===== src/hw/rtl/iim_pkg.sv =====
// ----------------------------------------------------------------------------
// iim_pkg
// Shared types and codes for the interval insert and merge block.
// ----------------------------------------------------------------------------
package iim_pkg;

    localparam logic CMD_INSERT = 1'b0;
    localparam logic CMD_CLEAR  = 1'b1;

    typedef enum logic [1:0] {
        ST_IDLE,
        ST_BUILD,
        ST_REPORT
    } iim_state_t;

    typedef enum logic [1:0] {
        PH_PRE,
        PH_POS,
        PH_MERGE,
        PH_POST
    } iim_phase_t;

    typedef struct packed {
        logic pop;
        logic push;
    } iim_shift_t;

endpackage


===== src/hw/rtl/interval_insert_merge.sv =====
// ----------------------------------------------------------------------------
// interval_insert_merge
// Sorted table of disjoint closed intervals held in a ring of cells; an
// insert is merged in on one pass over the ring, then the table is reported.
// ----------------------------------------------------------------------------
//  channel | direction | handshake           | payload
//  in      | input     | in_valid / in_stall | cmd, new_start, new_end
//  out     | output    | out_valid/out_stall | out_start, out_end, entry_valid,
//          |           |                     | last_entry, overflow
//
//  For an insert over N table entries, the merge unit at the head of the
//  ring takes one entry per cycle while rebuilding, then the report rotates
//  the ring once, one result per cycle unless out_stall holds it. A clear
//  empties the table. rst_n empties the table; entry data is not reset.
//  Output stalls hold the report; the last result may wait while the next
//  item is taken.
// ----------------------------------------------------------------------------
module interval_insert_merge
    import iim_pkg::*;
#(
    parameter int DEPTH       = 16,
    parameter int VALUE_WIDTH = 32
)
(
    input  logic                          clk,
    input  logic                          rst_n,
    input  logic                          in_valid,
    output logic                          in_stall,
    input  logic                          cmd,
    input  logic signed [VALUE_WIDTH-1:0] new_start,
    input  logic signed [VALUE_WIDTH-1:0] new_end,
    output logic                          out_valid,
    input  logic                          out_stall,
    output logic signed [VALUE_WIDTH-1:0] out_start,
    output logic signed [VALUE_WIDTH-1:0] out_end,
    output logic                          entry_valid,
    output logic                          last_entry,
    output logic                          overflow
);

    localparam int CW = $clog2(DEPTH + 1);
    localparam logic [CW-1:0] DEPTH_C = CW'(DEPTH);
    localparam logic [CW-1:0] ONE_C   = CW'(1);

    iim_state_t state_reg, state_next;
    iim_phase_t phase_reg, phase_next;

    logic [CW-1:0] rem_reg, rem_next;
    logic [CW-1:0] occ_reg, occ_next;
    logic [CW-1:0] rpt_reg, rpt_next;
    logic          ovf_reg, ovf_next;

    logic signed [VALUE_WIDTH-1:0] ins_s_reg, ins_s_next;
    logic signed [VALUE_WIDTH-1:0] ins_e_reg, ins_e_next;
    logic signed [VALUE_WIDTH-1:0] acc_s_reg, acc_s_next;
    logic signed [VALUE_WIDTH-1:0] acc_e_reg, acc_e_next;

    logic                          out_valid_reg, out_valid_next;
    logic signed [VALUE_WIDTH-1:0] out_s_reg, out_s_next;
    logic signed [VALUE_WIDTH-1:0] out_e_reg, out_e_next;
    logic                          out_ev_reg, out_ev_next;
    logic                          out_last_reg, out_last_next;
    logic                          out_ovf_reg, out_ovf_next;

    logic signed [VALUE_WIDTH-1:0] cell_s [DEPTH];
    logic signed [VALUE_WIDTH-1:0] cell_e [DEPTH];
    logic [DEPTH+1:0]              occ_ext;

    logic signed [VALUE_WIDTH-1:0] head_s, head_e, nxt_s;
    logic signed [VALUE_WIDTH-1:0] push_s, push_e;
    iim_shift_t                    shift_ctl;

    logic in_fire, ins_fire, clr_fire;
    logic have_head, have_next, full;
    logic in_build, at_pos, is_prev, merge_prev;
    logic pos_merge, pos_drop, pos_new, merge_more, build_done;
    logic out_load, rpt_last;

    assign in_stall = (state_reg != ST_IDLE);
    assign in_fire  = in_valid & ~in_stall;
    assign ins_fire = in_fire & (cmd == CMD_INSERT);
    assign clr_fire = in_fire & (cmd == CMD_CLEAR);

    // ring of cells
    assign occ_ext[0]       = 1'b1;
    assign occ_ext[DEPTH+1] = 1'b0;

    genvar gi;
    generate
        for (gi = 0; gi < DEPTH; gi++)
        begin : g_cell
            logic signed [VALUE_WIDTH-1:0] nx_s;
            logic signed [VALUE_WIDTH-1:0] nx_e;

            assign occ_ext[gi+1] = (CW'(gi) < occ_reg);

            if (gi < DEPTH - 1)
            begin : g_mid
                assign nx_s = cell_s[gi+1];
                assign nx_e = cell_e[gi+1];
            end
            else
            begin : g_end
                assign nx_s = cell_s[gi];
                assign nx_e = cell_e[gi];
            end

            iim_cell #(
                .VALUE_WIDTH (VALUE_WIDTH)
            ) u_cell (
                .clk       (clk),
                .ctl       (shift_ctl),
                .occ_left  (occ_ext[gi]),
                .occ_self  (occ_ext[gi+1]),
                .occ_right (occ_ext[gi+2]),
                .next_s    (nx_s),
                .next_e    (nx_e),
                .push_s    (push_s),
                .push_e    (push_e),
                .cell_s    (cell_s[gi]),
                .cell_e    (cell_e[gi])
            );
        end
    endgenerate

    assign head_s = cell_s[0];
    assign head_e = cell_e[0];
    assign nxt_s  = cell_s[1];

    // merge unit decisions
    always_comb
    begin
        have_head  = (rem_reg != '0);
        have_next  = (rem_reg > ONE_C);
        full       = (occ_reg == DEPTH_C);
        in_build   = (state_reg == ST_BUILD);
        is_prev    = ~(have_next && (nxt_s < ins_s_reg));
        at_pos     = in_build && ((phase_reg == PH_POS) ||
                     ((phase_reg == PH_PRE) && (!have_head || !(head_s < ins_s_reg))));
        merge_prev = in_build && (phase_reg == PH_PRE) && !at_pos && is_prev &&
                     (head_e >= ins_s_reg);
        pos_merge  = at_pos && have_head && (ins_e_reg >= head_s);
        pos_drop   = at_pos && !pos_merge && full;
        pos_new    = at_pos && !pos_merge && !full;
        merge_more = in_build && (phase_reg == PH_MERGE) && have_head &&
                     (acc_e_reg >= head_s);
        build_done = in_build && (phase_reg == PH_POST) && !have_head;
        out_load   = (state_reg == ST_REPORT) && (!out_valid_reg || !out_stall);
        rpt_last   = (occ_reg == '0) || (rpt_reg == occ_reg - ONE_C);
    end

    // phase next state
    always_comb
    begin
        phase_next = phase_reg;
        if (ins_fire)
        begin
            phase_next = PH_PRE;
        end
        else if (in_build)
        begin
            case (phase_reg)
                PH_PRE:
                begin
                    if (merge_prev || pos_merge)
                        phase_next = PH_MERGE;
                    else if (pos_drop || pos_new)
                        phase_next = PH_POST;
                    else if (!at_pos && is_prev)
                        phase_next = PH_POS;
                end
                PH_POS:
                begin
                    phase_next = pos_merge ? PH_MERGE : PH_POST;
                end
                PH_MERGE:
                begin
                    phase_next = merge_more ? PH_MERGE : PH_POST;
                end
                PH_POST:
                begin
                    phase_next = PH_POST;
                end
                default:
                begin
                    phase_next = PH_PRE;
                end
            endcase
        end
    end

    // top state next state
    always_comb
    begin
        state_next = state_reg;
        case (state_reg)
            ST_IDLE:
            begin
                if (ins_fire)
                    state_next = ST_BUILD;
            end
            ST_BUILD:
            begin
                if (build_done)
                    state_next = ST_REPORT;
            end
            ST_REPORT:
            begin
                if (out_load && rpt_last)
                    state_next = ST_IDLE;
            end
            default:
            begin
                state_next = ST_IDLE;
            end
        endcase
    end

    // ring control, accumulator and counters
    always_comb
    begin
        shift_ctl.pop  = 1'b0;
        shift_ctl.push = 1'b0;
        push_s         = head_s;
        push_e         = head_e;
        acc_s_next     = acc_s_reg;
        acc_e_next     = acc_e_reg;
        ins_s_next     = ins_s_reg;
        ins_e_next     = ins_e_reg;
        ovf_next       = ovf_reg;
        rem_next       = rem_reg;
        rpt_next       = rpt_reg;

        if (in_build)
        begin
            shift_ctl.pop  = ((phase_reg == PH_PRE) && !at_pos) || pos_merge ||
                             merge_more || ((phase_reg == PH_POST) && have_head);
            shift_ctl.push = ((phase_reg == PH_PRE) && !at_pos && !merge_prev) ||
                             pos_new || ((phase_reg == PH_MERGE) && !merge_more) ||
                             ((phase_reg == PH_POST) && have_head);
            if (pos_new)
            begin
                push_s = ins_s_reg;
                push_e = ins_e_reg;
            end
            else if (phase_reg == PH_MERGE)
            begin
                push_s = acc_s_reg;
                push_e = acc_e_reg;
            end
        end
        else if (out_load && (occ_reg != '0))
        begin
            // report rotates the ring once
            shift_ctl.pop  = 1'b1;
            shift_ctl.push = 1'b1;
        end

        if (merge_prev)
        begin
            acc_s_next = head_s;
            acc_e_next = (head_e > ins_e_reg) ? head_e : ins_e_reg;
        end
        else if (pos_merge)
        begin
            acc_s_next = ins_s_reg;
            acc_e_next = (head_e > ins_e_reg) ? head_e : ins_e_reg;
        end
        else if (merge_more)
        begin
            acc_e_next = (head_e > acc_e_reg) ? head_e : acc_e_reg;
        end

        if (pos_drop)
            ovf_next = 1'b1;

        if (ins_fire)
        begin
            ins_s_next = new_start;
            ins_e_next = new_end;
            ovf_next   = 1'b0;
            rem_next   = occ_reg;
        end
        else if (in_build && shift_ctl.pop)
        begin
            rem_next = rem_reg - ONE_C;
        end

        if (build_done)
            rpt_next = '0;
        else if (out_load)
            rpt_next = rpt_reg + ONE_C;

        if (clr_fire)
            occ_next = '0;
        else
            occ_next = occ_reg - {{(CW-1){1'b0}}, shift_ctl.pop}
                               + {{(CW-1){1'b0}}, shift_ctl.push};
    end

    // output register
    always_comb
    begin
        out_valid_next = out_valid_reg;
        out_s_next     = out_s_reg;
        out_e_next     = out_e_reg;
        out_ev_next    = out_ev_reg;
        out_last_next  = out_last_reg;
        out_ovf_next   = out_ovf_reg;
        if (out_load)
        begin
            out_valid_next = 1'b1;
            out_last_next  = rpt_last;
            out_ovf_next   = ovf_reg;
            if (occ_reg == '0)
            begin
                out_s_next  = '0;
                out_e_next  = '0;
                out_ev_next = 1'b0;
            end
            else
            begin
                out_s_next  = head_s;
                out_e_next  = head_e;
                out_ev_next = 1'b1;
            end
        end
        else if (!out_stall)
        begin
            out_valid_next = 1'b0;
        end
    end

    always_ff @(posedge clk or negedge rst_n)
    begin
        if (!rst_n)
        begin
            state_reg     <= ST_IDLE;
            phase_reg     <= PH_PRE;
            rem_reg       <= '0;
            occ_reg       <= '0;
            rpt_reg       <= '0;
            ovf_reg       <= 1'b0;
            out_valid_reg <= 1'b0;
        end
        else
        begin
            state_reg     <= state_next;
            phase_reg     <= phase_next;
            rem_reg       <= rem_next;
            occ_reg       <= occ_next;
            rpt_reg       <= rpt_next;
            ovf_reg       <= ovf_next;
            out_valid_reg <= out_valid_next;
        end
    end

    always_ff @(posedge clk)
    begin
        ins_s_reg    <= ins_s_next;
        ins_e_reg    <= ins_e_next;
        acc_s_reg    <= acc_s_next;
        acc_e_reg    <= acc_e_next;
        out_s_reg    <= out_s_next;
        out_e_reg    <= out_e_next;
        out_ev_reg   <= out_ev_next;
        out_last_reg <= out_last_next;
        out_ovf_reg  <= out_ovf_next;
    end

    assign out_valid   = out_valid_reg;
    assign out_start   = out_s_reg;
    assign out_end     = out_e_reg;
    assign entry_valid = out_ev_reg;
    assign last_entry  = out_last_reg;
    assign overflow    = out_ovf_reg;

`ifndef SYNTHESIS
    a_occ_bound: assert property (@(posedge clk) disable iff (!rst_n)
        occ_reg <= DEPTH_C)
        else $error("table occupancy beyond depth");

    a_report_drained: assert property (@(posedge clk) disable iff (!rst_n)
        (state_reg == ST_REPORT) |-> (rem_reg == '0))
        else $error("report started with old entries left in the ring");

    a_drop_full: assert property (@(posedge clk) disable iff (!rst_n)
        ((state_reg == ST_REPORT) && ovf_reg) |-> (occ_reg == DEPTH_C))
        else $error("insert dropped while table not full");

    a_pre_keeps_count: assert property (@(posedge clk) disable iff (!rst_n)
        ((state_reg == ST_BUILD) && (phase_reg == PH_PRE) && !at_pos && !merge_prev)
            |=> (occ_reg == $past(occ_reg)))
        else $error("count changed while copying entries below insert point");
`endif

endmodule


===== src/hw/rtl/iim_cell.sv =====
// ----------------------------------------------------------------------------
// iim_cell
// One slot of the interval ring: shifts toward the head on a pop and takes
// the pushed entry when it sits at the tail of the occupied region.
// ----------------------------------------------------------------------------
module iim_cell
    import iim_pkg::*;
#(
    parameter int VALUE_WIDTH = 32
)
(
    input  logic                          clk,
    input  iim_shift_t                    ctl,
    input  logic                          occ_left,
    input  logic                          occ_self,
    input  logic                          occ_right,
    input  logic signed [VALUE_WIDTH-1:0] next_s,
    input  logic signed [VALUE_WIDTH-1:0] next_e,
    input  logic signed [VALUE_WIDTH-1:0] push_s,
    input  logic signed [VALUE_WIDTH-1:0] push_e,
    output logic signed [VALUE_WIDTH-1:0] cell_s,
    output logic signed [VALUE_WIDTH-1:0] cell_e
);

    logic signed [VALUE_WIDTH-1:0] s_reg;
    logic signed [VALUE_WIDTH-1:0] e_reg;
    logic                          tail;
    logic                          take_push;

    // tail slot after this cycle's shift
    assign tail      = ctl.pop ? (occ_self & ~occ_right) : (~occ_self & occ_left);
    assign take_push = ctl.push & tail;

    always_ff @(posedge clk)
    begin
        if (take_push)
        begin
            s_reg <= push_s;
            e_reg <= push_e;
        end
        else if (ctl.pop)
        begin
            s_reg <= next_s;
            e_reg <= next_e;
        end
    end

    assign cell_s = s_reg;
    assign cell_e = e_reg;

endmodule

===== config.mk =====
export PLATFORM = sky130hd
export DESIGN_NAME = interval_insert_merge
export DESIGN_NICKNAME = d
export VERILOG_FILES = /design/src/hw/rtl/iim_pkg.sv /design/src/hw/rtl/interval_insert_merge.sv /design/src/hw/rtl/iim_cell.sv
export SDC_FILE = /design/constraint.sdc
export NUM_CORES = 2
export LEC_CHECK = 0
export ABC_AREA = 1
export BUFFER_PORTS_ARGS = -buffer_cell sky130_fd_sc_hd__buf_2
export CORE_MARGIN = 1.5
export CORE_UTILIZATION = 30
export CTS_CLUSTER_SIZE = 25
export DETAILED_ROUTE_END_ITERATION = 10
export PLACE_DENSITY = 0.46
export SYNTH_ARGS = -nofsm -noshare
export SYNTH_HDL_FRONTEND = slang
export SYNTH_HIERARCHICAL = 1
export SYNTH_SLANG_ARGS = --single-unit

===== constraint.sdc =====
create_clock -name clk -period 5.38 [get_ports clk]
set_clock_uncertainty 0.2 [all_clocks]
set_input_delay 0.807 -clock clk [delete_from_list [all_inputs] [get_ports clk]]
set_output_delay 0.807 -clock clk [all_outputs]
set_load 0.02 [all_outputs]

==> flow_summary.yaml <==
outcome:
  status: "completed"
sta:
  grt_setup_unrepaired: "false"
  worst_pin_slew_ns: 1.018
  finalSetupTns_ns: 0
  min_period_over_period_pct: 91.64
  maxSlewHeadroom_pct: 32.15
  finalCriticalPeriod_ns: 4.930
  setup_viol: 0
  hold_viol_final: 0
  slew_violations: 0
  clock.fmax_ghz: 0.2028
yosys:
  synth-xor-area-share_pct: 0.1119
  synth-edff-count: 1219
  ys.flop_type: "edfxtp_1"
  synth-simple-area-share_pct: 26.09
  ys_ff_latch: 1240
  syn_area_um2: 62630
  syn_avg_cell_area_um2: 9.657
  synthAdderAreaFrac_pct: 4.806
  synth_compound_area_share_pct: 3.372
  synth_cells: 6486
  yosys.area.top_type: "edfxtp_1"
  synth_nets: 6795
  seq_area_frac_synth_pct: 59.28
  synthTopCellsByArea: "edfxtp_1 58%, nand2_1 15%, nand3_1 9.6%, ha_1 4.8%, buf_6 1.9%"
  synth_top_family_by_area: "simple AND/OR/NAND/NOR gates"
  synth_top_cell_area_share_pct: 58.44
  synthMuxAreaShare_pct: 0
  async_flop_share_pct: 1.694
  yosysUniqueCellTypes: 51
  yosys_warnings: 6
floorplan:
  die_w_um: 459.9
  fp.dieH_um: 459.9
  initial_core_util_pct: 30.22
  ios: 138
  core_um2: 207300
  row_count: 167
  die_area_um2: 211500
critical_path:
  r2r_end: "g_cell[14].u_cell/cell_s[5]"
  cp_num_cells: 21
  start_kind: "flop"
  slowest_stage: "nor4_2"
  crit_family: "simple AND/OR/NAND/NOR gates"
  worstPathArrival_ns: 5.25
  crit_top_cell: "nand2_1"
  crit_path_max_incr_delay_ns: 0.65
  cp-end-kind: "flop"
  crit_chain: "inv_1 > ha_1 > nand2_1 > nor4_2 > nand2_1 > nand2_1 > nand2_1 > nand3_1 > nand3_1 > nand2_1 > inv_1 > a21oi_1 > inv_1 > nand3_1 > nand2_1 > inv_8 > buf_4 > nand2_2 > buf_4 > nand2_1 > nand2_1"
  r2r_start: "ins_s_reg[15]"
  timing.critical_path.buf_inv: 6
  reg2reg_slack_ns: 0.45
  crit_fanout: 64
  critPathKind: "flop to flop"
  required_ns: 5.70
  crit_path_end: "g_cell[14].u_cell/cell_s[5]"
  r2r_cells: 21
  startpoint: "ins_s_reg[15]"
global_routing:
  grt_max_degree: 99
  overflow: 0
  track_usage_pct: 14.46
  antenna_found_initial: 0
  grt_pass1_vias: 41646
  grt_pass1_wl_um: 244600
routing:
  m1WireLength_um: 74670
  vias_per_cell: 4.597
  drc: 0
  wl_per_cell_um: 16.16
  dr_wl_met3_um: 7240
  ant_nets: 0
  vias: 43811
  top_layer: "met4"
  wl_um: 154100
  firstDrtPassIters: 5
  drt-initial-drc-count: 3193
  route.met2.wl_um: 68410
layout:
  nNetsFinal: 6935
  syn2layout_area_growth_pct: 13.74
  stdcell_area_um2: 71240
  drive_gt1_share_pct: 8.779
  diodes: 0
hold_path:
  hp-class: "input pin to flop"
clock_network:
  root_buffer: "clkbuf_16"
  clkSlewWorstSetupHoldPaths_ns: 0.06
  clkLatencyLatePin_ns: 0.77
  clock_path_buffers: 3
  cts_tree: "yes"
  h-tree-depth: 4
  cts_inserted_buffers: 147
  clock_sinks: 1240
placement:
  io_buffer_count: 137
  placedInstanceArea_um2: 65980
  hpwl_um: 107400
  place.gp.congestion: 0.8705
run:
  maxCapViolCount: 0
[worst reg2reg max path, cell delays in order, from the launching register on]
cell and delay [ns]:
edfxtp_1 0.44, inv_1 0.16, ha_1 0.33, nand2_1 0.10, nor4_2 0.65, nand2_1 0.11, nand2_1 0.19, nand2_1 0.10
nand3_1 0.07, nand3_1 0.17, nand2_1 0.10, inv_1 0.04, a21oi_1 0.18, inv_1 0.08, nand3_1 0.08, nand2_1 0.15
inv_8 0.31, buf_4 0.45, nand2_2 0.10, buf_4 0.38, nand2_1 0.21, nand2_1 0.07
[worst min-delay path by stage]
stage,cells after the start,slack (ns),startpoint,to
after floorplan,0,0.23,ovf_reg,overflow
after global placement,1,0.28,rpt_reg[4],rpt_reg[4]
after detailed placement,1,0.28,rpt_reg[4],rpt_reg[4]
after CTS,1,0.0008,new_start[31],ins_s_reg[31]
after global routing,1,0.03,new_start[31],ins_s_reg[31]
final,1,0.09,new_start[31],ins_s_reg[31]
[layout make-up]
class	instances	area (um^2)
Multi-Input combinational cell	4560	21710
Tap cell	2788	3488
Inverter	280	1062
Clock buffer	189	3964
Timing Repair Buffer	397	3236
Clock inverter	77	651.9
Fill cell	21026	136000
Sequential cell	1240	37130
[cells by family (layout without fill, tap and decap cells)]
group,Yosys count,in the layout
simple gates,3910,3910
flops,1240,1240
xor+xnor,8,8
other cells,2,2
compound gates,400,400
fa+ha+maj,240,240
buf+inv,686,943
[cells in the mapped netlist, drive strengths merged (5+ instances only)]
master	instances
nor3	11
a21oi	123
nand2	2509
o211ai	5
o21a	11
ha	239
nand3	1208
nand4	22
a31oi	7
nor4	7
clkbuf	43
dfrtp	21
inv	279
o21ai	235
buf	363
edfxtp	1219
nor2	147
[what timing repair did]
item / CTS / global route
hold buffers: 64 / 0
resized for setup: 0 / 1
hold endpoints to repair: 84 / 0
buffers inserted: 0 / 0
endpoints found under the setup margin: 0 / 294
[per-stage QoR]
| stage | hold slack [ns] | utilization, % | setup slack (ns) | cells |
|---|---|---|---|---|
| finish | 0.09198 | 34.37 | 0.4495 | 9531 |
| global route | 0.03334 | 34.37 | 0.1833 | 9531 |
| CTS | 0.0007635 | 34.37 | 0.1328 | 9531 |
| detailed placement | 0.2807 | 31.83 | 0.1686 | 9201 |
| global placement | 0.2805 | 31.83 | 0.09955 | 9201 |
| floorplan | 0.2257 | - | 0.3875 | 6486 |
[metal layers]
| metal | vias to the layer above | track usage [%] |
|---|---|---|
| li1 | 22439 | - |
| met1 | 20218 | 20.32 |
| met2 | 968 | 22.91 |
| met3 | 186 | 2.188 |
| met4 | 0 | 4.345 |
| met5 | - | 0 |
[layout by cell type (no fill, tap or decap), drive strengths merged, types with 9 or more instances in the layout]
master / netlist / routed
buf: 363 / 333
nor2: 147 / 147
nand3: 1208 / 1208
bufinv: 0 / 9
ha: 239 / 239
dfrtp: 21 / 21
clkbuf: 43 / 189
dlygate4sd3: 0 / 64
nor3: 11 / 11
nand4: 22 / 22
clkinv: 1 / 65
nand2: 2509 / 2509
inv: 279 / 281
o21a: 11 / 11
o21ai: 235 / 235
edfxtp: 1219 / 1219
a21oi: 123 / 123
Power is not shown: default switching activity piles up to over one toggle a cycle in this logic, so the estimate is an artifact.
